File: src/design/fsp_pkg.sv
// Package for the frame sequence player: sizes, command and register codes,
// and the word types of the input, result and configuration paths.
// No dependencies.
package fsp_pkg;

    localparam int MAX_STEPS = 16;
    localparam int TIME_BITS = 16;
    localparam int STEP_W    = $clog2(MAX_STEPS);
    localparam int CNT_W     = STEP_W + 1;
    localparam int ELAPSED_W = TIME_BITS + 8;
    localparam int CFG_IDX_W = 3;
    localparam int CFG_DAT_W = 8;

    typedef enum logic [1:0] {
        CMD_TICK   = 2'd0,
        CMD_PLAY   = 2'd1,
        CMD_STOP   = 2'd2,
        CMD_WR_DUR = 2'd3
    } t_cmd;

    typedef enum logic [CFG_IDX_W-1:0] {
        REG_STEP_COUNT = 3'd0,
        REG_ALT_MODE   = 3'd1,
        REG_ITER_LIMIT = 3'd2,
        REG_AUTO_ADV   = 3'd3,
        REG_IDLE_FRAME = 3'd4
    } t_cfg_idx;

    typedef struct packed {
        t_cmd                 cmd;
        logic [TIME_BITS-1:0] tick_amount;
        logic [3:0]           step_index;
        logic [TIME_BITS-1:0] duration;
    } t_in_item;

    typedef struct packed {
        logic [3:0] frame_index;
        logic       frame_valid;
        logic       is_playing;
        logic       step_changed;
        logic       iteration_done;
        logic       finished;
    } t_out_item;

    // register values plus a pulse that reloads the remaining run count
    typedef struct packed {
        logic [4:0]        step_count;
        logic              alternate_mode;
        logic [7:0]        iteration_limit;
        logic              auto_advance;
        logic signed [4:0] idle_frame;
        logic              limit_load;
    } t_cfg;

endpackage

File: src/design/fsp_cfg_regs.sv
// Configuration registers of the frame sequence player.
// Depends on fsp_pkg.
module fsp_cfg_regs (
    input  logic                          i_clk,
    input  logic                          i_rst_n,
    input  logic                          i_cfg_we,
    input  logic [fsp_pkg::CFG_IDX_W-1:0] i_cfg_idx,
    input  logic [fsp_pkg::CFG_DAT_W-1:0] i_cfg_data,
    output fsp_pkg::t_cfg                 o_cfg
);
    import fsp_pkg::*;

    t_cfg r_cfg;
    t_cfg n_cfg;

    always_comb begin
        n_cfg = r_cfg;
        n_cfg.limit_load = 1'b0;
        if (i_cfg_we) begin
            unique case (t_cfg_idx'(i_cfg_idx))
                REG_STEP_COUNT: n_cfg.step_count = i_cfg_data[4:0];
                REG_ALT_MODE:   n_cfg.alternate_mode = i_cfg_data[0];
                REG_ITER_LIMIT: begin
                    n_cfg.iteration_limit = i_cfg_data[7:0];
                    n_cfg.limit_load = 1'b1;
                end
                REG_AUTO_ADV:   n_cfg.auto_advance = i_cfg_data[0];
                REG_IDLE_FRAME: n_cfg.idle_frame = $signed(i_cfg_data[4:0]);
                default: ;
            endcase
        end
    end

    always_ff @(posedge i_clk) begin
        if (!i_rst_n) begin
            r_cfg.step_count      <= 5'd1;
            r_cfg.alternate_mode  <= 1'b0;
            r_cfg.iteration_limit <= 8'd1;
            r_cfg.auto_advance    <= 1'b1;
            r_cfg.idle_frame      <= -5'sd1;
            r_cfg.limit_load      <= 1'b0;
        end else begin
            r_cfg <= n_cfg;
        end
    end

    assign o_cfg = r_cfg;

endmodule

File: src/design/fsp_seq.sv
// Sequencer state of the frame sequence player: step durations, elapsed
// time, step position, direction and run count; computes one result word.
// Depends on fsp_pkg.
module fsp_seq (
    input  logic               i_clk,
    input  logic               i_rst_n,
    input  logic               i_fire,
    input  fsp_pkg::t_in_item  i_item,
    input  fsp_pkg::t_cfg      i_cfg,
    output fsp_pkg::t_out_item o_result
);
    import fsp_pkg::*;

    logic [TIME_BITS-1:0] r_dur [MAX_STEPS];
    logic [ELAPSED_W-1:0] r_elapsed, n_elapsed;
    logic [STEP_W-1:0]    r_step, n_step;
    logic                 r_back, n_back;
    logic                 r_was_back, n_was_back;
    logic [7:0]           r_left, n_left;
    logic                 r_playing, n_playing;

    logic [CNT_W-1:0]     live_n;
    logic [STEP_W-1:0]    last;
    logic [ELAPSED_W:0]   sum;
    logic [ELAPSED_W-1:0] sat;
    logic                 reach;
    logic [STEP_W-1:0]    next_step;
    logic                 iter;
    logic [7:0]           left_now;
    logic [7:0]           left_dec;
    logic                 chg, fin;

    always_comb begin
        if (i_cfg.step_count == 5'd0) begin
            live_n = CNT_W'(1);
        end else if (int'(i_cfg.step_count) > MAX_STEPS) begin
            live_n = CNT_W'(MAX_STEPS);
        end else begin
            live_n = CNT_W'(i_cfg.step_count);
        end
        last = STEP_W'(live_n - CNT_W'(1));
    end

    assign sum   = {1'b0, r_elapsed} + (ELAPSED_W+1)'(i_item.tick_amount);
    assign sat   = sum[ELAPSED_W] ? {ELAPSED_W{1'b1}} : sum[ELAPSED_W-1:0];
    assign reach = sat >= ELAPSED_W'(r_dur[r_step]);

    // a limit write reloads the run count, seen here while the load is pending
    assign left_now = i_cfg.limit_load ? i_cfg.iteration_limit : r_left;

    always_comb begin
        if (!r_back) begin
            next_step = (CNT_W'(r_step) + CNT_W'(1) >= live_n) ? '0 : r_step + STEP_W'(1);
        end else if (r_step == '0 || CNT_W'(r_step) - CNT_W'(1) >= live_n) begin
            next_step = last;
        end else begin
            next_step = r_step - STEP_W'(1);
        end
    end

    always_comb begin
        n_elapsed  = r_elapsed;
        n_step     = r_step;
        n_back     = r_back;
        n_was_back = r_was_back;
        n_left     = left_now;
        n_playing  = r_playing;
        chg        = 1'b0;
        iter       = 1'b0;
        fin        = 1'b0;
        left_dec   = (left_now != 8'd0) ? left_now - 8'd1 : 8'd0;
        unique case (i_item.cmd)
            CMD_TICK: begin
                if (r_playing) begin
                    if (!i_cfg.auto_advance) n_playing = 1'b0;
                    if (reach) begin
                        n_step    = next_step;
                        n_elapsed = '0;
                        chg       = 1'b1;
                    end else begin
                        n_elapsed = sat;
                    end
                    if (!i_cfg.alternate_mode) begin
                        iter = reach && (r_step == last);
                    end else begin
                        iter = reach && (r_step == '0) && r_was_back;
                        // direction flips at either end of the ping-pong
                        if (reach && next_step == last && !r_back) begin
                            n_was_back = 1'b0;
                            n_back     = 1'b1;
                        end else if (reach && next_step == '0 && r_back) begin
                            n_was_back = 1'b1;
                            n_back     = 1'b0;
                        end
                    end
                    if (iter && i_cfg.iteration_limit != 8'd0) begin
                        n_left = left_dec;
                        if (left_dec == 8'd0) begin
                            n_playing  = 1'b0;
                            n_elapsed  = '0;
                            n_step     = '0;
                            n_back     = 1'b0;
                            n_was_back = 1'b0;
                            n_left     = i_cfg.iteration_limit;
                            fin        = 1'b1;
                        end
                    end
                end
            end
            CMD_PLAY: n_playing = 1'b1;
            CMD_STOP: begin
                n_playing  = 1'b0;
                n_elapsed  = '0;
                n_step     = '0;
                n_back     = 1'b0;
                n_was_back = 1'b0;
            end
            CMD_WR_DUR: ;
            default: ;
        endcase
    end

    always_comb begin
        o_result = '0;
        o_result.is_playing     = n_playing;
        o_result.step_changed   = chg;
        o_result.iteration_done = iter;
        o_result.finished       = fin;
        if (n_playing) begin
            o_result.frame_valid = 1'b1;
            o_result.frame_index = 4'(n_step);
        end else if (!i_cfg.idle_frame[4]) begin
            o_result.frame_valid = 1'b1;
            o_result.frame_index = i_cfg.idle_frame[3:0];
        end
    end

    always_ff @(posedge i_clk) begin
        if (i_fire && i_item.cmd == CMD_WR_DUR && int'(i_item.step_index) < MAX_STEPS) begin
            r_dur[STEP_W'(i_item.step_index)] <= i_item.duration;
        end
    end

    always_ff @(posedge i_clk) begin
        if (!i_rst_n) begin
            r_elapsed  <= '0;
            r_step     <= '0;
            r_back     <= 1'b0;
            r_was_back <= 1'b0;
            r_left     <= 8'd1;
            r_playing  <= 1'b0;
        end else begin
            if (i_fire) begin
                r_elapsed  <= n_elapsed;
                r_step     <= n_step;
                r_back     <= n_back;
                r_was_back <= n_was_back;
                r_left     <= n_left;
                r_playing  <= n_playing;
            end else if (i_cfg.limit_load) begin
                r_left <= i_cfg.iteration_limit;
            end
        end
    end

endmodule

File: src/design/frame_sequence_player_core.sv
// Frame sequence player. One command word per item (tick, play, stop, write
// duration) yields one result word. Throughput is one word per clock while
// the result side does not stall: an accepted word is held in the input
// register while the sequencer works it out in a single combinational pass,
// and the result register then takes it. A stalled result register holds
// the input register, which stalls the input.
module frame_sequence_player_core (
    input  logic                          i_clk,
    input  logic                          i_rst_n,
    input  logic                          i_in_valid,
    output logic                          o_in_stall,
    input  fsp_pkg::t_in_item             i_in_item,
    output logic                          o_out_valid,
    input  logic                          i_out_stall,
    output fsp_pkg::t_out_item            o_out_item,
    input  logic                          i_cfg_we,
    input  logic [fsp_pkg::CFG_IDX_W-1:0] i_cfg_idx,
    input  logic [fsp_pkg::CFG_DAT_W-1:0] i_cfg_data
);
    import fsp_pkg::*;

    t_in_item  r_in;
    logic      r_in_valid;
    t_out_item r_out;
    logic      r_out_valid;
    t_out_item result;
    t_cfg      cfg;
    logic      fire;

    assign fire       = r_in_valid && (!r_out_valid || !i_out_stall);
    assign o_in_stall = r_in_valid && !fire;

    fsp_cfg_regs u_cfg (
        .i_clk      (i_clk),
        .i_rst_n    (i_rst_n),
        .i_cfg_we   (i_cfg_we),
        .i_cfg_idx  (i_cfg_idx),
        .i_cfg_data (i_cfg_data),
        .o_cfg      (cfg)
    );

    fsp_seq u_seq (
        .i_clk    (i_clk),
        .i_rst_n  (i_rst_n),
        .i_fire   (fire),
        .i_item   (r_in),
        .i_cfg    (cfg),
        .o_result (result)
    );

    always_ff @(posedge i_clk) begin
        if (!i_rst_n) begin
            r_in_valid  <= 1'b0;
            r_out_valid <= 1'b0;
        end else begin
            if (i_in_valid && !o_in_stall) begin
                r_in_valid <= 1'b1;
            end else if (fire) begin
                r_in_valid <= 1'b0;
            end
            if (fire) begin
                r_out_valid <= 1'b1;
            end else if (!i_out_stall) begin
                r_out_valid <= 1'b0;
            end
        end
    end

    always_ff @(posedge i_clk) begin
        if (i_in_valid && !o_in_stall) r_in <= i_in_item;
        if (fire) r_out <= result;
    end

    assign o_out_valid = r_out_valid;
    assign o_out_item  = r_out;

endmodule

File: config.mk
export PLATFORM = sky130hd
export DESIGN_NAME = frame_sequence_player_core
export DESIGN_NICKNAME = d
export VERILOG_FILES = /design/src/design/fsp_pkg.sv /design/src/design/fsp_cfg_regs.sv /design/src/design/fsp_seq.sv /design/src/design/frame_sequence_player_core.sv
export SDC_FILE = /design/constraint.sdc
export NUM_CORES = 1
export LEC_CHECK = 0
export BUFFER_PORTS_ARGS = -buffer_cell sky130_fd_sc_hd__buf_2
export CAP_MARGIN = 10
export CELL_PAD_IN_SITES_DETAIL_PLACEMENT = 0
export CELL_PAD_IN_SITES_GLOBAL_PLACEMENT = 1
export CORE_ASPECT_RATIO = 1.1
export CORE_MARGIN = 2
export CORE_UTILIZATION = 35
export DETAILED_ROUTE_END_ITERATION = 10
export HOLD_SLACK_MARGIN = 0.05
export MAX_ROUTING_LAYER = met4
export PLACE_DENSITY_LB_ADDON = 0.15
export SYNTH_ARGS = -nofsm -noshare
export SYNTH_HDL_FRONTEND = slang
export SYNTH_HIERARCHICAL = 1
export SYNTH_SLANG_ARGS = --single-unit
File: constraint.sdc
create_clock -name i_clk -period 6.25 [get_ports i_clk]
set_input_delay 1.25 -clock i_clk [delete_from_list [all_inputs] [get_ports i_clk]]
set_output_delay 1.25 -clock i_clk [all_outputs]
set_load 0.01 [all_outputs]
## After elaboration in Yosys (flattened, before gate mapping)

Memory sizes are Yosys's and may differ from the RTL's. A register that Yosys moved wholly into a read port is not among the register bits.
Cells that the tools add are included.

- Register bits after elaboration: 109
- RAM bits: 256
- Memories kept: 1

- $add $sub $neg: 7
- Magnitude comparators: 4
- Equal/unequal tests: 11
- Multiplexer cells: 58
- Reduce and logical (&&, ||, !) cells: 38

Memories:

| memory | depth | bits a word | rd ports | clocked after Yosys merged registers in | wr ports | RTL line | RTL |
|---|---|---|---|---|---|---|---|
| u_seq.r_dur | 16 | 16 | 1 | 1 | 1 | fsp_seq.sv:14 | `logic [TIME_BITS-1:0] r_dur [MAX_STEPS];` |

Operators by type and width:

| kind | count |
|---|---|
| $mux 24 | 5 |
| $mux 8 | 7 |
| $pmux 24 s2 | 1 |
| $mux 4 | 9 |
| $mux 1 | 28 |
| $add 24x16->25 | 1 |
| $ge 24x16->1 | 1 |
| $mux 5 | 4 |
| $reduce_bool 8->1 | 2 |
| $reduce_and 2->1 | 7 |
| $logic_and 1x1->1 | 12 |
| $ge 5x5->1 | 2 |
| $eq 4x4->1 | 2 |
| $logic_not 4->1 | 2 |
| $logic_not 8->1 | 1 |
| $pmux 4 s2 | 1 |
| $sub 4x1->4 const B | 2 |
| $sub 8x1->8 const B | 1 |
| $eq 3x2->1 const B | 2 |
| $reduce_and 3->1 | 2 |
| $add 4x1->5 const B | 1 |
| $gt 5x5->1 const B | 1 |
| $logic_not 1->1 | 5 |
| $logic_not 5->1 | 1 |
| other kinds (13) | 18 |

## Depth between registers and ports, before layout

- Depth after elaboration: 17
- Depth in mapped cells: 22
- Mapped depth without buffers: 19

## Cells and area by module

Netlist, hierarchy kept.

By module, submodules not included:

| module | instances | cells an instance | area an instance (sq um) | sequential area each (sq um) |
|---|---|---|---|---|
| fsp_seq | 1 | 1,001 | 14,228.6 | 8,548.2 |
| frame_sequence_player_core | 1 | 55 | 1,495.2 | 1,451.4 |
| fsp_cfg_regs | 1 | 85 | 884.6 | 420.4 |

## Least setup slack after synthesis

Ideal clock, no wire load.

- Path type: register to register
- Start: register (tool-made name)
- End: register r_out (netlist bit o_out_item[6]) (data pin)
- Arrival time: 4.267 ns
- Required time: 5.979 ns
- Path slack: 1.712 ns
- Stages on the path, launching flop included: 18
- Path buffers: 3
- Period minus slack after synthesis: 4.538 ns
- Path through: dfxtp_1 -> clkbuf_1 -> buf_1 -> mux4_2 -> mux4_2 -> inv_1 -> ha_1 -> a21o_1 -> nand3_1 -> a21oi_1 -> a311oi_1 -> nand4_1 -> nor4_1 -> nand4_1 -> a211oi_2 -> or2_1 -> buf_4 -> a41oi_1

RTL lines:

| item | RTL line | RTL |
|---|---|---|
| end signal, assigned | frame_sequence_player_core.sv:71 | `if (fire) r_out <= result;` |
| end, declared | frame_sequence_player_core.sv:24 | `t_out_item r_out;` |

==> metrics <==
status finished, final reports clean; dpl cell area 17750 um^2; latest clock arrival within the worst-skew pair 580 ps; Clock power frac 44.7%; first-pass GRT wire length 62430 um; CP startpoint kind flip-flop; crit path kind flip-flop to flip-flop; crit path capture type flip-flop; Cells after Synth 1141; final setup TNS 0 ps; DP HPWL 27960 um; Overall Global Routing Usage 17.47%; Critical Path Fanout Max 17; Mapped Area 16610 um^2; CP arrival 5590 ps; final cycle utilization of the critical path 84.68%; EDFF count, synth 303; synthesis-to-finish area growth 14.95%; post-place setup slack 993.5 ps; via count 9708; Ant. Diodes 0; Worst path slowest cell ha_1; Placed Cells 1778; Die W 211.7 um; Die ar. 49210 um^2; IO Count 65; Yosys reg bits 369; DR iter-0 viols 489; fin cells 1854; clk buf depth 3; Pleak 6.490 nW; via/cell ratio 5.236; final setup violation count 0; Peak VDD IR 0.2129 mV; FP Rows 83; Layout fillers 4360; Distinct cells, synth 75; antenna violations before repair 0; Critical Path RT 6550 ps; Mapped Avg Cell Area 14.56 um^2; Inserted Clock Buffers 42; Resize count post-CTS 0; Reg clk slew, reported paths 60 ps; grt ovf 0; top post-synthesis cells by area edfxtp_1 55%, mux4_2 11%, dfxtp_1 8.0%; Starting Density 35.54%; DRT Pass-1 Iters 5; DIE HEIGHT 232.5 um; Post-CTS Hold Buffers 0; Final ANT Viol Nets 0; Mapped Nets 1241; Seq/Total Area, Yosys 62.74%; # H-tree levels 2; total power 5.388 mW; Placer Congestion 0.8171; post-layout minimum cycle time 5292 ps; DRC 0; number of clock sinks 369; Synth Flop Type edfxtp_1; WHS 453.5 ps; Final WS setup 957.8 ps; final core utilization 40.85%; Buf/Inv on CP 2; Pint 4.207 mW; final hold violations 0; relative slew slack 25.85%; Max Cap Viol 0; Switching Fraction 21.91%; worst path cell trace ha_1 > a21oi_1 > o21ai_0 > o2111ai_1 > and3_1 > nor3_1 > buf_4 > or2_2 > ha_1 > a21o_1 > nand3_1 > a21oi_1 > a311oi_1 > nand4_1 > nor4_1 > nand4_1 > buf_4 > a211oi_2 > or2_1 > a41oi_1; Final Skew 19.47 ps; Slew Limit Fails 0; RSZ-0062 raised after global routing no; measured slew at the worst slew-check pin 1106 ps; Yosys Warn Count 6; FFs w/ async S/R, synth 0%; Largest delay share family, worst path compound AO/OA/AOI/OAI gates; drt total wl 40610 um; WL per Instance 21.90 um; Post-CTS Setup Inserts 0; area leader, netlist edfxtp_1; TritonCTS clock tree done; share of the synthesized area in the top cell type 54.78%; share of cells above drive strength 1 22.00%; largest net degree at the start of global routing 53; finished layout cell area 19090 um^2; vias in the first global route 10150; PwrDens 282.2 nW/um^2; Psw 1.181 mW; Root Driver clkbuf_16; max incr delay on CP 410 ps; core area 46730 um^2; Max Clk Rate 0.1890 GHz; Port Buffers 64; Reg power frac 50.8%; Hold WC Path Type flip-flop to flip-flop; Gate power share 4.5%; Layout Nets 1327
[state kept, by name (all words and copies together), names as in the netlist, named ones only]
name              flops
u_seq/r_left          8
u_seq/r_dur         256
r_in                 38
u_seq/r_back          1
u_cfg/o_cfg          21
o_out_valid           1
u_seq/r_elapsed      24
u_seq/r_step          4
o_out_item            9
r_in_valid            1
u_seq/r_was_back      1
u_seq/r_playing       1
[power groups by stage]
| stage | Combinational, mW | Sequential (mW) | Clock [mW] |
|---|---|---|---|
| 5_1_grt | 0.270 | 2.74 | 2.58 |
| 3_5_place_dp | 0.247 | 2.79 | 0 |
| 3_3_place_gp | 0.247 | 2.79 | 0 |
| 2_1_floorplan | 0.170 | 2.76 | 0 |
| 6_report | 0.244 | 2.74 | 2.41 |
| 4_1_cts | 0.249 | 2.74 | 2.49 |
[placed cells by master (no fill, tap or decap), types with 5 or more instances in the layout]
cell type,synthesis,layout
nor2_2,0,12
xnor2_1,19,19
nand2_1,104,104
nand4_1,17,17
a21o_1,15,15
edfxtp_1,303,303
nand2b_1,19,19
nor3b_1,5,5
or3_1,5,5
a211oi_1,11,11
clkinv_1,0,10
o21ai_0,24,24
clkbuf_16,0,43
inv_1,39,39
mux2i_1,32,32
buf_4,5,35
o31ai_1,6,6
nor3_1,18,14
clkbuf_1,33,12
a31oi_1,6,6
xor2_1,10,10
nor2b_1,20,19
dfxtp_1,66,64
ha_1,45,45
and3_1,18,18
o21a_1,8,8
buf_2,7,64
or2_2,6,6
nand3_1,20,20
nor2_1,41,29
a21oi_1,63,63
mux4_2,80,80
and2_1,8,8
o22ai_1,5,5
[cell families after synthesis]
logic type	Yosys count	synth area share, %
adders and majority gates	46	3.511
AOI/OAI and AO/OA	183	7.255
xor gates and xnor gates	29	1.529
muxes	117	13.14
DFF	369	62.74
buffers and inverters	97	2.539
and+or+nand+nor	300	9.289
[area by class of cell]
type | count | area [um^2] | share of cell area, %
Sequential cell | 369 | 10430 | 54.60
Timing Repair Buffer | 100 | 603.1 | 3.159
Clock inverter | 20 | 210.2 | 1.101
Clock buffer | 56 | 1135 | 5.944
Tap cell | 595 | 744.5 | 3.899
Inverter | 39 | 146.4 | 0.7668
Multi-Input combinational cell | 675 | 5828 | 30.53
[layer usage]
| layer | global-route usage [%] | up-vias | part of all wire [%] |
|---|---|---|---|
| li1 | - | 4594 | - |
| met1 | 21.48 | 4912 | 44 |
| met2 | 30.07 | 147 | 51 |
| met3 | 2.672 | 55 | 2.8 |
| met4 | 4.643 | 0 | 2.1 |
| met5 | - | - | 0 |
[synth_stat cells, drive strengths merged, types with 25 or more instances]
cell type	number
edfxtp	303
clkbuf	33
mux4	80
buf	25
a21oi	64
inv	39
mux2i	32
ha	45
nand2	104
dfxtp	66
nor2	42
o21ai	27
[worst paths after layout]
check	start	endpoint	slack, ps	cells after the start
max	r_in[27]$_DFFE_PP_	o_out_item[6]$_DFFE_PP_	960	20
min	u_seq/r_elapsed[8]$_SDFFE_PN0P_	u_seq/r_elapsed[8]$_SDFFE_PN0P_	450	2
max reg2reg	r_in[27]$_DFFE_PP_	o_out_item[6]$_DFFE_PP_	960	20
min reg2reg	u_seq/r_elapsed[8]$_SDFFE_PN0P_	u_seq/r_elapsed[8]$_SDFFE_PN0P_	450	2
[tightest hold or removal path, cell delays in order, from the launching register on]
cell and delay, ps:
dfxtp_1 310, nand2_1 50, a21oi_1 50
(Power assumes the default switching activity.)
